==> src/mmsq_pkg.sv <==
// Shared types, constants and the 16-case segment table for the
// multi-label marching squares cell. No dependencies.
package mmsq_pkg;

  localparam int LABEL_BITS_DEF = 8;
  localparam int COORD_BITS_DEF = 32;

  localparam int CORNERS    = 4;
  localparam int MAX_SEGS   = 4;
  localparam int LBL_W      = 8;
  localparam int PLANE_W    = 16;
  localparam int POS_W      = 33;
  localparam int HALF_W     = 20;
  localparam int MASK_W     = 4;
  localparam int CNT_W      = 3;
  localparam int CFG_IDX_W  = 2;
  localparam int CFG_DATA_W = 20;
  localparam int OUT_RAW_W  = LBL_W + PLANE_W + 4 * POS_W;
  localparam int OUT_W      = ((OUT_RAW_W + 7) / 8) * 8;

  localparam logic [CFG_IDX_W-1:0] CFG_DEFAULT_LABEL = 2'd0;
  localparam logic [CFG_IDX_W-1:0] CFG_HALF_CELL_X   = 2'd1;
  localparam logic [CFG_IDX_W-1:0] CFG_HALF_CELL_Y   = 2'd2;

  // offsets in units of the half cell
  localparam logic [1:0] D_Z = 2'b00;
  localparam logic [1:0] D_P = 2'b01;
  localparam logic [1:0] D_N = 2'b11;

  typedef struct packed {
    logic [1:0] sx;
    logic [1:0] sy;
    logic [1:0] ex;
    logic [1:0] ey;
  } delta_t;

  // decoded square: up to four segments, already compacted
  typedef struct packed {
    logic [CNT_W-1:0]               n;
    logic [MAX_SEGS-1:0][LBL_W-1:0] label;
    logic [MAX_SEGS-1:0][3:0]       idx;
    logic [MAX_SEGS-1:0]            sel;
    logic [PLANE_W-1:0]             plane;
    logic [POS_W-1:0]               cx;
    logic [POS_W-1:0]               cy;
  } square_t;

  function automatic logic [1:0] seg_count(input logic [3:0] idx);
    logic [1:0] c;
    unique case (idx)
      4'd0, 4'd15: c = 2'd0;
      4'd6, 4'd9:  c = 2'd2;
      default:     c = 2'd1;
    endcase
    return c;
  endfunction

  function automatic delta_t seg_delta(input logic [3:0] idx, input logic sel);
    delta_t d;
    unique case (idx)
      4'd1:    d = '{D_Z, D_P, D_P, D_Z};
      4'd2:    d = '{D_N, D_Z, D_Z, D_P};
      4'd3:    d = '{D_N, D_Z, D_P, D_Z};
      4'd4:    d = '{D_P, D_Z, D_Z, D_N};
      4'd5:    d = '{D_Z, D_P, D_Z, D_N};
      4'd6:    d = sel ? delta_t'{D_P, D_Z, D_Z, D_N} : delta_t'{D_N, D_Z, D_Z, D_P};
      4'd7:    d = '{D_N, D_Z, D_Z, D_N};
      4'd8:    d = '{D_Z, D_N, D_N, D_Z};
      4'd9:    d = sel ? delta_t'{D_Z, D_P, D_P, D_Z} : delta_t'{D_Z, D_N, D_N, D_Z};
      4'd10:   d = '{D_Z, D_N, D_Z, D_P};
      4'd11:   d = '{D_Z, D_N, D_P, D_Z};
      4'd12:   d = '{D_P, D_Z, D_N, D_Z};
      4'd13:   d = '{D_Z, D_P, D_N, D_Z};
      4'd14:   d = '{D_P, D_Z, D_Z, D_P};
      default: d = '{D_Z, D_Z, D_Z, D_Z};
    endcase
    return d;
  endfunction

  function automatic logic [POS_W-1:0] offset_by(input logic [POS_W-1:0] c,
                                                  input logic [1:0] d,
                                                  input logic [HALF_W-1:0] h);
    logic [POS_W-1:0] r;
    unique case (d)
      D_P:     r = c + POS_W'(h);
      D_N:     r = c - POS_W'(h);
      default: r = c;
    endcase
    return r;
  endfunction

endpackage

==> src/multilabel_marching_squares_cell.sv <==
// Multi-label marching squares cell: one square in, 0 to 4 segment beats out.
// The first segment passes the input, work and output registers to reach m_tdata.
// Throughput: one segment per cycle while m_tready allows; a pointer walks the
// decoded segment slots of the work register into the single output register.
// rst (sync, high) empties all stages and clears the three config registers.
// Depends on mmsq_pkg and mmsq_decode.
module multilabel_marching_squares_cell
  import mmsq_pkg::*;
#(
  parameter int LABEL_BITS = LABEL_BITS_DEF,
  parameter int COORD_BITS = COORD_BITS_DEF,
  localparam int IN_RAW_W  = CORNERS * LABEL_BITS + MASK_W + 2 * COORD_BITS + PLANE_W,
  localparam int IN_W      = ((IN_RAW_W + 7) / 8) * 8
) (
  input  logic                  clk,
  input  logic                  rst,
  input  logic                  s_tvalid,
  output logic                  s_tready,
  // label_far_far, label_near_far, label_far_near, label_near_near,
  // present_mask, origin_x, origin_y, plane_index
  input  logic [IN_W-1:0]       s_tdata,
  output logic                  m_tvalid,
  input  logic                  m_tready,
  // seg_label, seg_plane, start_x, start_y, end_x, end_y
  output logic [OUT_W-1:0]      m_tdata,
  output logic                  m_tlast,
  input  logic                  cfg_valid,
  output logic                  cfg_ready,
  input  logic [CFG_IDX_W-1:0]  cfg_index,
  input  logic [CFG_DATA_W-1:0] cfg_data
);

  localparam int MASK_LO = CORNERS * LABEL_BITS;
  localparam int OX_LO   = MASK_LO + MASK_W;
  localparam int OY_LO   = OX_LO + COORD_BITS;
  localparam int PL_LO   = OY_LO + COORD_BITS;

  logic [LABEL_BITS-1:0] default_label;
  logic [HALF_W-1:0]     half_cell_x;
  logic [HALF_W-1:0]     half_cell_y;

  logic            in_valid;
  logic [IN_W-1:0] in_data;
  square_t         dec;
  logic            work_valid;
  square_t         work;
  logic [1:0]      ptr;

  logic   out_load, last_slot, work_done, work_free, in_adv, work_load;
  delta_t d;

  assign cfg_ready = 1'b1;

  mmsq_decode #(
    .LABEL_BITS(LABEL_BITS),
    .COORD_BITS(COORD_BITS)
  ) u_decode (
    .labels        (in_data[MASK_LO-1:0]),
    .present       (in_data[OX_LO-1:MASK_LO]),
    .origin_x      (in_data[OY_LO-1:OX_LO]),
    .origin_y      (in_data[PL_LO-1:OY_LO]),
    .plane         (in_data[PL_LO+PLANE_W-1:PL_LO]),
    .default_label (default_label),
    .half_cell_x   (half_cell_x),
    .half_cell_y   (half_cell_y),
    .sq            (dec)
  );

  assign out_load  = work_valid && (!m_tvalid || m_tready);
  assign last_slot = {1'b0, ptr} == work.n - CNT_W'(1);
  assign work_done = out_load && last_slot;
  assign work_free = !work_valid || work_done;
  assign in_adv    = in_valid && (dec.n == '0 || work_free);
  assign work_load = in_adv && dec.n != '0;
  assign s_tready  = !in_valid || in_adv;
  assign d         = seg_delta(work.idx[ptr], work.sel[ptr]);

  always_ff @(posedge clk) begin
    if (rst) begin
      in_valid      <= 1'b0;
      work_valid    <= 1'b0;
      ptr           <= '0;
      m_tvalid      <= 1'b0;
      default_label <= '0;
      half_cell_x   <= '0;
      half_cell_y   <= '0;
    end else begin
      if (s_tvalid && s_tready) begin
        in_valid <= 1'b1;
      end else if (in_adv) begin
        in_valid <= 1'b0;
      end
      if (work_load) begin
        work_valid <= 1'b1;
        ptr        <= '0;
      end else if (work_done) begin
        work_valid <= 1'b0;
      end else if (out_load) begin
        ptr <= ptr + 2'd1;
      end
      if (out_load) begin
        m_tvalid <= 1'b1;
      end else if (m_tready) begin
        m_tvalid <= 1'b0;
      end
      if (cfg_valid && cfg_ready) begin
        unique case (cfg_index)
          CFG_DEFAULT_LABEL: default_label <= cfg_data[LABEL_BITS-1:0];
          CFG_HALF_CELL_X:   half_cell_x   <= cfg_data[HALF_W-1:0];
          CFG_HALF_CELL_Y:   half_cell_y   <= cfg_data[HALF_W-1:0];
          default: ;
        endcase
      end
    end
  end

  always_ff @(posedge clk) begin
    if (s_tvalid && s_tready) begin
      in_data <= s_tdata;
    end
    if (work_load) begin
      work <= dec;
    end
    if (out_load) begin
      m_tdata <= OUT_W'({offset_by(work.cy, d.ey, half_cell_y),
                         offset_by(work.cx, d.ex, half_cell_x),
                         offset_by(work.cy, d.sy, half_cell_y),
                         offset_by(work.cx, d.sx, half_cell_x),
                         work.plane,
                         work.label[ptr]});
      m_tlast <= last_slot;
    end
  end

  a_work_nonempty: assert property (@(posedge clk) disable iff (rst)
    work_valid |-> work.n != '0)
    else $error("decoded square with no segments held");

  a_ptr_in_range: assert property (@(posedge clk) disable iff (rst)
    work_valid |-> {1'b0, ptr} < work.n)
    else $error("segment pointer past segment count");

  a_more_follow: assert property (@(posedge clk) disable iff (rst)
    (m_tvalid && m_tready && !m_tlast) |=> m_tvalid)
    else $error("square ended without a last beat");

  a_last_marks: assert property (@(posedge clk) disable iff (rst)
    out_load |=> m_tlast == $past(last_slot))
    else $error("tlast does not match final slot");

endmodule

==> src/mmsq_decode.sv <==
// Square decoder: distinct labels, case indexes and segment compaction.
// Depends on mmsq_pkg.
module mmsq_decode
  import mmsq_pkg::*;
#(
  parameter int LABEL_BITS = LABEL_BITS_DEF,
  parameter int COORD_BITS = COORD_BITS_DEF
) (
  input  logic [CORNERS-1:0][LABEL_BITS-1:0] labels,
  input  logic [MASK_W-1:0]                  present,
  input  logic signed [COORD_BITS-1:0]       origin_x,
  input  logic signed [COORD_BITS-1:0]       origin_y,
  input  logic [PLANE_W-1:0]                 plane,
  input  logic [LABEL_BITS-1:0]              default_label,
  input  logic [HALF_W-1:0]                  half_cell_x,
  input  logic [HALF_W-1:0]                  half_cell_y,
  output square_t                            sq
);

  logic [CORNERS-1:0][LABEL_BITS-1:0] bits;
  logic [CORNERS-1:0]                 first;
  logic [CORNERS-1:0]                 emit;
  logic [CORNERS-1:0][3:0]            cidx;
  logic [CORNERS-1:0][1:0]            cnt;
  logic [CORNERS:0][3:0]              off;
  logic [CNT_W-1:0]                   ndist;

  always_comb begin
    for (int i = 0; i < CORNERS; i++) begin
      bits[i]  = present[i] ? labels[i] : default_label;
      first[i] = present[i];
      for (int k = 0; k < i; k++) begin
        if (present[k] && labels[k] == labels[i]) begin
          first[i] = 1'b0;
        end
      end
    end
    ndist = CNT_W'(first[0]) + CNT_W'(first[1]) + CNT_W'(first[2]) + CNT_W'(first[3]);
    off[0] = 4'd0;
    for (int j = 0; j < CORNERS; j++) begin
      emit[j] = first[j] && labels[j] != default_label && ndist >= CNT_W'(2);
      for (int i = 0; i < CORNERS; i++) begin
        cidx[j][i] = bits[i] == labels[j];
      end
      cnt[j]   = emit[j] ? seg_count(cidx[j]) : 2'd0;
      off[j+1] = off[j] + 4'(cnt[j]);
    end
  end

  always_comb begin
    sq = '0;
    sq.n = (off[CORNERS] > 4'(MAX_SEGS)) ? CNT_W'(MAX_SEGS) : CNT_W'(off[CORNERS]);
    for (int k = 0; k < MAX_SEGS; k++) begin
      for (int j = 0; j < CORNERS; j++) begin
        for (int s = 0; s < 2; s++) begin
          if (2'(s) < cnt[j] && off[j] + 4'(s) == 4'(k)) begin
            sq.label[k] = LBL_W'(labels[j]);
            sq.idx[k]   = cidx[j];
            sq.sel[k]   = 1'(s);
          end
        end
      end
    end
    sq.plane = plane;
    sq.cx    = POS_W'(origin_x) + POS_W'(half_cell_x);
    sq.cy    = POS_W'(origin_y) + POS_W'(half_cell_y);
  end

endmodule
==> config.mk <==
export PLATFORM = sky130hd
export DESIGN_NAME = multilabel_marching_squares_cell
export DESIGN_NICKNAME = d
export VERILOG_FILES = /design/src/mmsq_pkg.sv /design/src/multilabel_marching_squares_cell.sv /design/src/mmsq_decode.sv
export SDC_FILE = /design/constraint.sdc
export NUM_CORES = 1
export LEC_CHECK = 0
export ABC_AREA = 1
export BUFFER_PORTS_ARGS = -buffer_cell sky130_fd_sc_hd__buf_4
export CORE_MARGIN = 2
export CORE_UTILIZATION = 45
export CTS_CLUSTER_DIAMETER = 40
export DETAILED_ROUTE_END_ITERATION = 7
export SLEW_MARGIN = 10
export SYNTH_ARGS = -nofsm -noshare
export SYNTH_HDL_FRONTEND = slang
export SYNTH_SLANG_ARGS = --single-unit
export TNS_END_PERCENT = 20
==> constraint.sdc <==
create_clock -name clk -period 32.8 [get_ports clk]
set_input_delay 1.64 -clock clk [delete_from_list [all_inputs] [get_ports clk]]
set_output_delay 1.64 -clock clk [all_outputs]
set_load 0.02 [all_outputs]
==> reports/qor.csv, run 1 <==
stage,metric,value,unit
route,drtPass1Iterations,6,
final_layout,fin_nets,4330,
pwr,ir_worst_vdd,43.99,uV
grt,antenna_found_initial,5,
grt,grt_max_degree,74,
critical_path,rr_worst_depth,23,
cts,clock_tree.buffer_depth,3,
critical_path,crit_start,in_data[9],
cts,clk_pin_slew,0.05,ns
sta,worstMarginPinSlew,1.044,ns
yosys,synth_area,30240,um2
cts,insertion_delay,0.63,ns
hold_path,hold_start,work[74],
critical_path,required,31.16,ns
yosys,yosys_warnings,0,
yosys,synth_top_family_by_area,simple AND/OR/NAND/NOR gates,
sta,period_needed,8.556,ns
yosys,yosys-top-cells-area,"edfxtp_1 (41%), nand2_1 (12%), nand3_1 (7.3%), ha_1 (5.3%), inv_1 (4.7%)",
route,routedWlPerCell,19.82,um
hold_path,hold-path-endpoint,m_tdata[16],
sta,fin_crit_sh,26.09,%
grt,grt_usage,28.05,%
route,drt_iter0_markers,2726,
cts,cts_root_buf,clkbuf_16,
sta,slew_headroom,30.29,%
floorplan,core_region_area,66800,um2
hold_path,min_path_type,flop to flop,
yosys,synth_most_common_cell,nand2_1,
yosys,synth_top_area_share,40.71,%
critical_path,critical_path.max_fanout,19,
sta,hold_violations,0,
yosys,synthesis.instances,3792,
yosys,synthArstFlopShare,0,%
sta,setup_violations,0,
critical_path,rrSetupSlack,24.52,ns
yosys,synthSimpleGateAreaFrac,27.06,%
floorplan,rows,95,
cts,htree_levels,3,
yosys,synth_edf_count,410,
yosys,synth.distinct_cells,61,
critical_path,cp_data_arrival_time,6.92,ns
yosys,synth_compound_area_share,10.46,%
critical_path,worst_setup_path_end_kind,output pin,
cts,ctsResizeCount,0,
yosys,ys_seq_area_share,44.22,%
placement,hpwl,74.36,mm
yosys,synthTopCellsByCount,"nand2_1 (987), nand3_1 (442), edfxtp_1 (410)",
critical_path,critPathKind,flop to output pin,
grt,grt_pass1_wl,150.5,mm
cts,cts_tree,done,
critical_path,startpoint_type,flop,
yosys,yosysTopAreaCell,edfxtp_1,
sta,rsz0062_at_grt,no,
hold_path,holdPathStages,0,
route,drt-total-wl,98.79,mm
pwr,leakage,15.53,nW
yosys,synthAdderAreaFrac,5.933,%
final_layout,area_growth,18.13,%
floorplan,die_h,263.2,um
critical_path,worstReg2RegEnd,work[75],
route,route.detailed.drc,0,
route,antenna_left,0,
yosys,ys_ff_latch,463,
floorplan,num_io_pins,311,
critical_path,regToRegStartpoint,in_data[9],
yosys,synthMuxAreaShare,0,%
cts,post-cts-setup-buffers,0,
flow_run,cap_viol_max_count,0,
pwr,powerDensity,61.63,nW/um2
sta,fmax,116.9,MHz
cts,numClockSinks,463,
sta,report.final.slew_viol_count,0,
floorplan,die_area,69290,um2
route,viasPerCell,5.483,
floorplan,die_w,263.2,um
outcome,status,completed,
yosys,synth_xor_area_share,4.518,%
grt,grt_remaining_overflow,0,
pwr,power,2.201,mW
yosys,synthFlopType,edfxtp_1,
placement,io_buffers,301,
yosys,avgSynthCellArea,7.974,um2
sta,final.setup.tns,0,ns
cts,holdBufCountCts,0,
route,vias,27330,
final_layout,final_layout_size_suffix_gt1_share,13.26,%
grt,grt_pass1_vias,25730,
cts,cts_buffers,81,
placement,gp_congestion,0.9876,
sta,finalClockSkew,0.02156,ns
floorplan,initial_core_util,45.27,%
[metal layers]
layer | GRT usage (%) | part of all wire [%] | vias up
met5 | 0 | 0.032 | -
met2 | 44.07 | 45 | 1179
met3 | 4.228 | 7.9 | 198
li1 | - | - | 13320
met1 | 39.31 | 44 | 12630
met4 | 10.33 | 3.4 | 6
[stage by stage]
step | setup WS (ns) | instances | area [um2] | utilization [%] | hold WS (ns)
2_1_floorplan | 21.85 | 3802 | 30280 | - | 0.4003
3_3_place_gp | 24.57 | 4835 | 33060 | 49.49 | 0.4006
3_5_place_dp | 24.65 | 4835 | 33060 | 49.49 | 0.4045
4_1_cts | 24.29 | 4982 | 35710 | 53.46 | 0.4181
5_1_grt | 23.85 | 4982 | 35710 | 53.46 | 0.4218
6_report | 24.24 | 4985 | 35720 | 53.47 | 0.4172
[report_power, final]
part           total [mW]  switching, mW  internal [mW]
clock               0.812          0.313          0.499
combinational       0.595          0.406          0.189
sequential          0.795         0.0481          0.747
total                2.20          0.767           1.43
[worst max-delay path: stages (launching register included)]
cell and delay, ns:
edfxtp_1 0.64, inv_1 0.46, o22ai_1 0.13, nor3_1 0.42, a21oi_1 0.17, ha_1 0.30
ha_1 0.32, nand4_4 0.14, a21oi_2 0.72, nand2_1 0.13, inv_1 0.08, ha_1 0.15
fa_1 0.50, fa_1 0.63, ha_1 0.33, a21oi_1 0.12, nor2_1 0.07, xor2_1 0.13
nor2_1 0.08, a31oi_1 0.15, inv_1 0.12, nor2_1 0.23, inv_1 0.09, buf_4 0.17
[sequential cells by signal (all words and copies together), names as in the netlist]
register       cells
default_label      8
half_cell_x       20
half_cell_y       20
in_data          116
in_valid           1
m_tdata          156
m_tlast            1
m_tvalid           1
ptr                2
work             137
work_valid         1
[final cells by class]
type                    instances  area, um2
flip-flops and latches        463      13370
repair buffers                328       2462
clock buffers                  87       2071
clock inverters                60      580.6
fillers                      6377      31080
well taps                     873       1092
diodes                          3      7.507
inverters                     407       1535
multi-input cells            2764      14600
[layout by cell type, fill, tap and decap left out, drive strengths merged, types with 87 or more instances in the layout]
| cell | netlist | layout |
|---|---|---|
| buf | 84 | 328 |
| nor2 | 285 | 285 |
| clkbuf | 84 | 87 |
| xor2 | 112 | 112 |
| edfxtp | 410 | 410 |
| inv | 401 | 422 |
| nand2 | 1007 | 1007 |
| a21oi | 234 | 234 |
| ha | 129 | 129 |
| o21ai | 183 | 183 |
| nand3 | 442 | 442 |
[worst max path at each step]
stage                     to  slack [ns]  cells after the start
floorplan            work[0]       21.85                     23
global placement    work[78]       24.57                     24
detailed placement  work[78]       24.65                     23
CTS                 s_tready       24.29                     24
global route        s_tready       23.85                     24
finish              s_tready       24.24                     23
[cells by family after synthesis]
kind of cell	Yosys count
and+or+nand+nor	1897
buffers and inverters	575
AOI/OAI and AO/OA	561
DFF	463
xor gates and xnor gates	156
adders and majority gates	138
other	2
(Power assumes the default switching activity.)
==> inputs of run 2 (changes only) <==
Settings changed: ABC_AREA 1 to 0.
Clock period 32.8 ns to 8.75 ns, I/O delays scaled along.
==> reports/qor.csv, run 2 <==
stage,metric,value,unit,change
yosys,ys_ff_latch,463,,unchanged
pwr,p_int,5.522,mW,+280%
yosys,synth_most_common_cell,edfxtp_1,,
final_layout,design_area,34740,um2,-2.8%
yosys,yosys_warnings,0,,unchanged
route,viasPerCell,5.722,,+4.4%
yosys,ys_seq_area_share,47.68,%,+3.5 points
sta,setup_violations,0,,unchanged
floorplan,die_h,253.7,um,-3.6%
critical_path,regToRegStartpoint,in_data[4],,
placement,hpwl,61.82,mm,-17%
critical_path,cp_data_arrival_time,7.29,ns,+0.37 ns
hold_path,hold_start,s_tdata[62],,
route,drtPass1Iterations,7,,+1
critical_path,crit_start,in_data[4],,
yosys,synth_area,28050,um2,-7.2%
route,routedWlPerCell,21.15,um,+6.7%
placement,place_area,31080,um2,-6.0%
yosys,synthesis.instances,2659,,-30%
critical_path,required,8.31,ns,-22.85 ns
pwr,leakage,13.26,nW,-15%
grt,grt_remaining_overflow,0,,unchanged
yosys,synthTopCellsByCount,"edfxtp_1 (410), nand2_1 (197), nor2_1 (185)",,
final_layout,final_cell_mix,"edfxtp_1 (410), buf_4 (344), nand2_1 (197)",,
route,vias,22460,,-18%
critical_path,worstReg2RegEnd,in_data[69],,
yosys,yosysTopAreaCell,edfxtp_1,,
sta,fmax,129.4,MHz,
placement,io_buffers,301,,unchanged
cts,cts_buffers,75,,-7.4%
yosys,synth_edf_count,410,,unchanged
pwr,power_frac_comb,24.9,%,-2.1 points
sta,report.final.slew_viol_count,0,,unchanged
final_layout,utilization,56.29,%,+2.8 points
hold_path,min_path_type,primary input to flop,,
sta,finalClockSkew,0.02033,ns,-0.001231 ns
grt,grt_pass1_wl,125.5,mm,-17%
hold_path,holdPathStages,1,,+1
pwr,switching_share,31.13,%,-3.7 points
cts,htree_levels,3,,unchanged
critical_path,startpoint_type,flop,,
cts,clk_pin_slew,0.06,ns,about the same
critical_path,critical_path.max_fanout,10,,-9
sta,slew_headroom,22.11,%,-8.2 points
cts,numClockSinks,463,,unchanged
floorplan,initial_core_util,45.45,%,+0.18 points
floorplan,rows,91,,-4.2%
grt,grt_usage,25.23,%,-2.8 points
critical_path,critPathKind,flop to output pin,,
outcome,status,completed,,
route,drt_iter0_markers,1721,,-37%
final_layout,fin_nets,3312,,-24%
critical_path,worst_setup_path_end_kind,output pin,,
cts,ctsResizeCount,0,,unchanged
pwr,ir_worst_vdd,155.0,uV,+250%
final_layout,final_common_cell,edfxtp_1,,
sta,worstMarginPinSlew,1.163,ns,+0.1187 ns
yosys,synth_top_area_share,43.90,%,+3.2 points
yosys,synthArstFlopShare,0,%,unchanged
route,antenna_left,0,,unchanged
grt,grt_pass1_vias,21930,,-15%
critical_path,rrSetupSlack,1.31,ns,-23.21 ns
hold_path,hold-path-endpoint,in_data[62],,
final_layout,final_layout_size_suffix_gt1_share,17.33,%,+4.1 points
route,route.detailed.drc,0,,unchanged
floorplan,core_region_area,61710,um2,-7.6%
grt,grt_max_degree,72,,-2.7%
critical_path,rr_worst_depth,22,,-4.3%
cts,cts_root_buf,clkbuf_16,,
cts,insertion_delay,0.61,ns,-0.02 ns
final_layout,area_growth,23.84,%,
cts,cts_tree,done,,
flow_run,cap_viol_max_count,0,,unchanged
sta,rsz0062_at_grt,no,,
sta,fin_crit_sh,88.31,%,
final_layout,reg.largest.list,"m_tdata: 156 flops, work: 137 flops, in_data: 116 flops",,
pwr,seqPwrFrac,36.8,%,+0.7 points
route,drt-total-wl,83.03,mm,-16%
final_layout,regMostFlops,m_tdata,,
final_layout,largest_reg_flops,156,,unchanged
yosys,yosys-top-cells-area,"edfxtp_1 (44%), ha_1 (5.8%), xnor2_1 (5.7%), dfxtp_1 (3.8%), a21oi_1 (3.2%)",,
floorplan,die_w,253.7,um,-3.6%
sta,period_needed,7.727,ns,
grt,antenna_found_initial,1,,-4
placement,gp_congestion,0.9263,,-6.2%
yosys,synth.distinct_cells,95,,+56%
floorplan,die_area,64340,um2,-7.1%
pwr,pwr-share-clk,38.3,%,+1.4 points
pwr,p_sw,2.496,mW,+230%
pwr,powerDensity,230.8,nW/um2,+270%
yosys,avgSynthCellArea,10.55,um2,+32%
floorplan,num_io_pins,311,,unchanged
cts,clock_tree.buffer_depth,3,,unchanged
sta,final.setup.tns,0,ns,unchanged
sta,hold_violations,0,,unchanged
yosys,synthFlopType,edfxtp_1,,
-- run 2: changes by cell type after synthesis, sizes merged, moves of 44 or more --
cell   previous run  this run
nand2          1007       197
nand3           442        43
inv             401       116
xnor2            44       183
nor2            285       187
o21ai           183       106
a21oi           234       181
mux2i             0        52
a221o             0        44
-- run 2: final cells by class --
| class | instances | area [um2] |
|---|---|---|
| clock inverter | 55 | 674.4 |
| multi-input combinational | 1922 | 13600 |
| sequential | 463 | 13370 |
| fill | 5336 | 26980 |
| clock buffer | 82 | 1966 |
| timing repair buffer | 447 | 3633 |
| antenna | 1 | 2.502 |
| inverter | 118 | 442.9 |
| tap | 837 | 1047 |
-- run 2: power groups by stage --
stage,Clock [mW],Sequential [mW],Combinational [mW]
after floorplan,0,3.05,1.22
after global placement,0,2.98,1.90
after detailed placement,0,2.99,1.93
after CTS,3.14,2.95,1.98
after global routing,3.23,2.97,2.16
final,3.07,2.95,2.00
-- run 2: what timing repair did --
item / CTS / global route
hold buffers: 101 / 0
setup buffers: 0 / 0
endpoints found under the hold margin: 101 / 0
-- run 2: cells by family (layout without fill, tap and decap cells) --
kind of cell	after synthesis	in the layout	share of synthesized area [%]
AOI/OAI and AO/OA	702	702	17.34
and+or+nand+nor	723	723	12.60
DFF	463	463	47.68
xor gates and xnor gates	280	280	8.743
buffers and inverters	284	702	4.153
other	2	13	0.02678
muxes	67	67	3.060
adders and majority gates	138	138	6.397
-- run 2: worst max-delay path by stage --
stage | to | slack [ns] | depth (start not counted)
floorplan | in_data[0] | 0.04 | 20
global placement | in_data[68] | 1.53 | 22
detailed placement | in_data[68] | 1.41 | 22
CTS | s_tready | 1.04 | 21
global route | s_tready | 0.48 | 21
finish | s_tready | 1.02 | 21
-- run 2: per-stage QoR --
step                worst slack (ns)  power (mW)  hold WS [ns]  std cells
global route                  0.4811       8.360      0.008228       3924
detailed placement             1.408       4.924        0.4051       3686
CTS                            1.040       8.064     0.0006010       3924
finish                         1.023       8.018       0.02738       3925
global placement               1.531       4.883        0.4009       3686
floorplan                    0.03750       4.272        0.4003       2669
-- run 2: critical path: stages, from the launching register on --
cell and delay, ns:
edfxtp_1 0.38, buf_4 0.22, xnor2_1 0.18, nand4_1 0.11, nor4_1 0.39, a31oi_1 0.24, ha_1 0.35, ha_1 0.32
a311o_1 0.26, nand3_1 0.34, nor3_1 0.31, ha_1 0.20, fa_1 0.51, fa_1 0.62, ha_1 0.32, a21oi_1 0.21
xor2_1 0.09, o311ai_0 0.28, o21ai_0 0.25, o31ai_1 0.60, or2_2 0.32, buf_4 0.17
-- run 2: routing by layer --
metal  global-route usage, %  vias up  routed length (um)
met5                       0        -                   0
met1                   35.16    10860               37120
li1                        -    10670                   -
met4                   8.471        0                2117
met3                   3.585      121                5139
met2                   40.45      813               38650
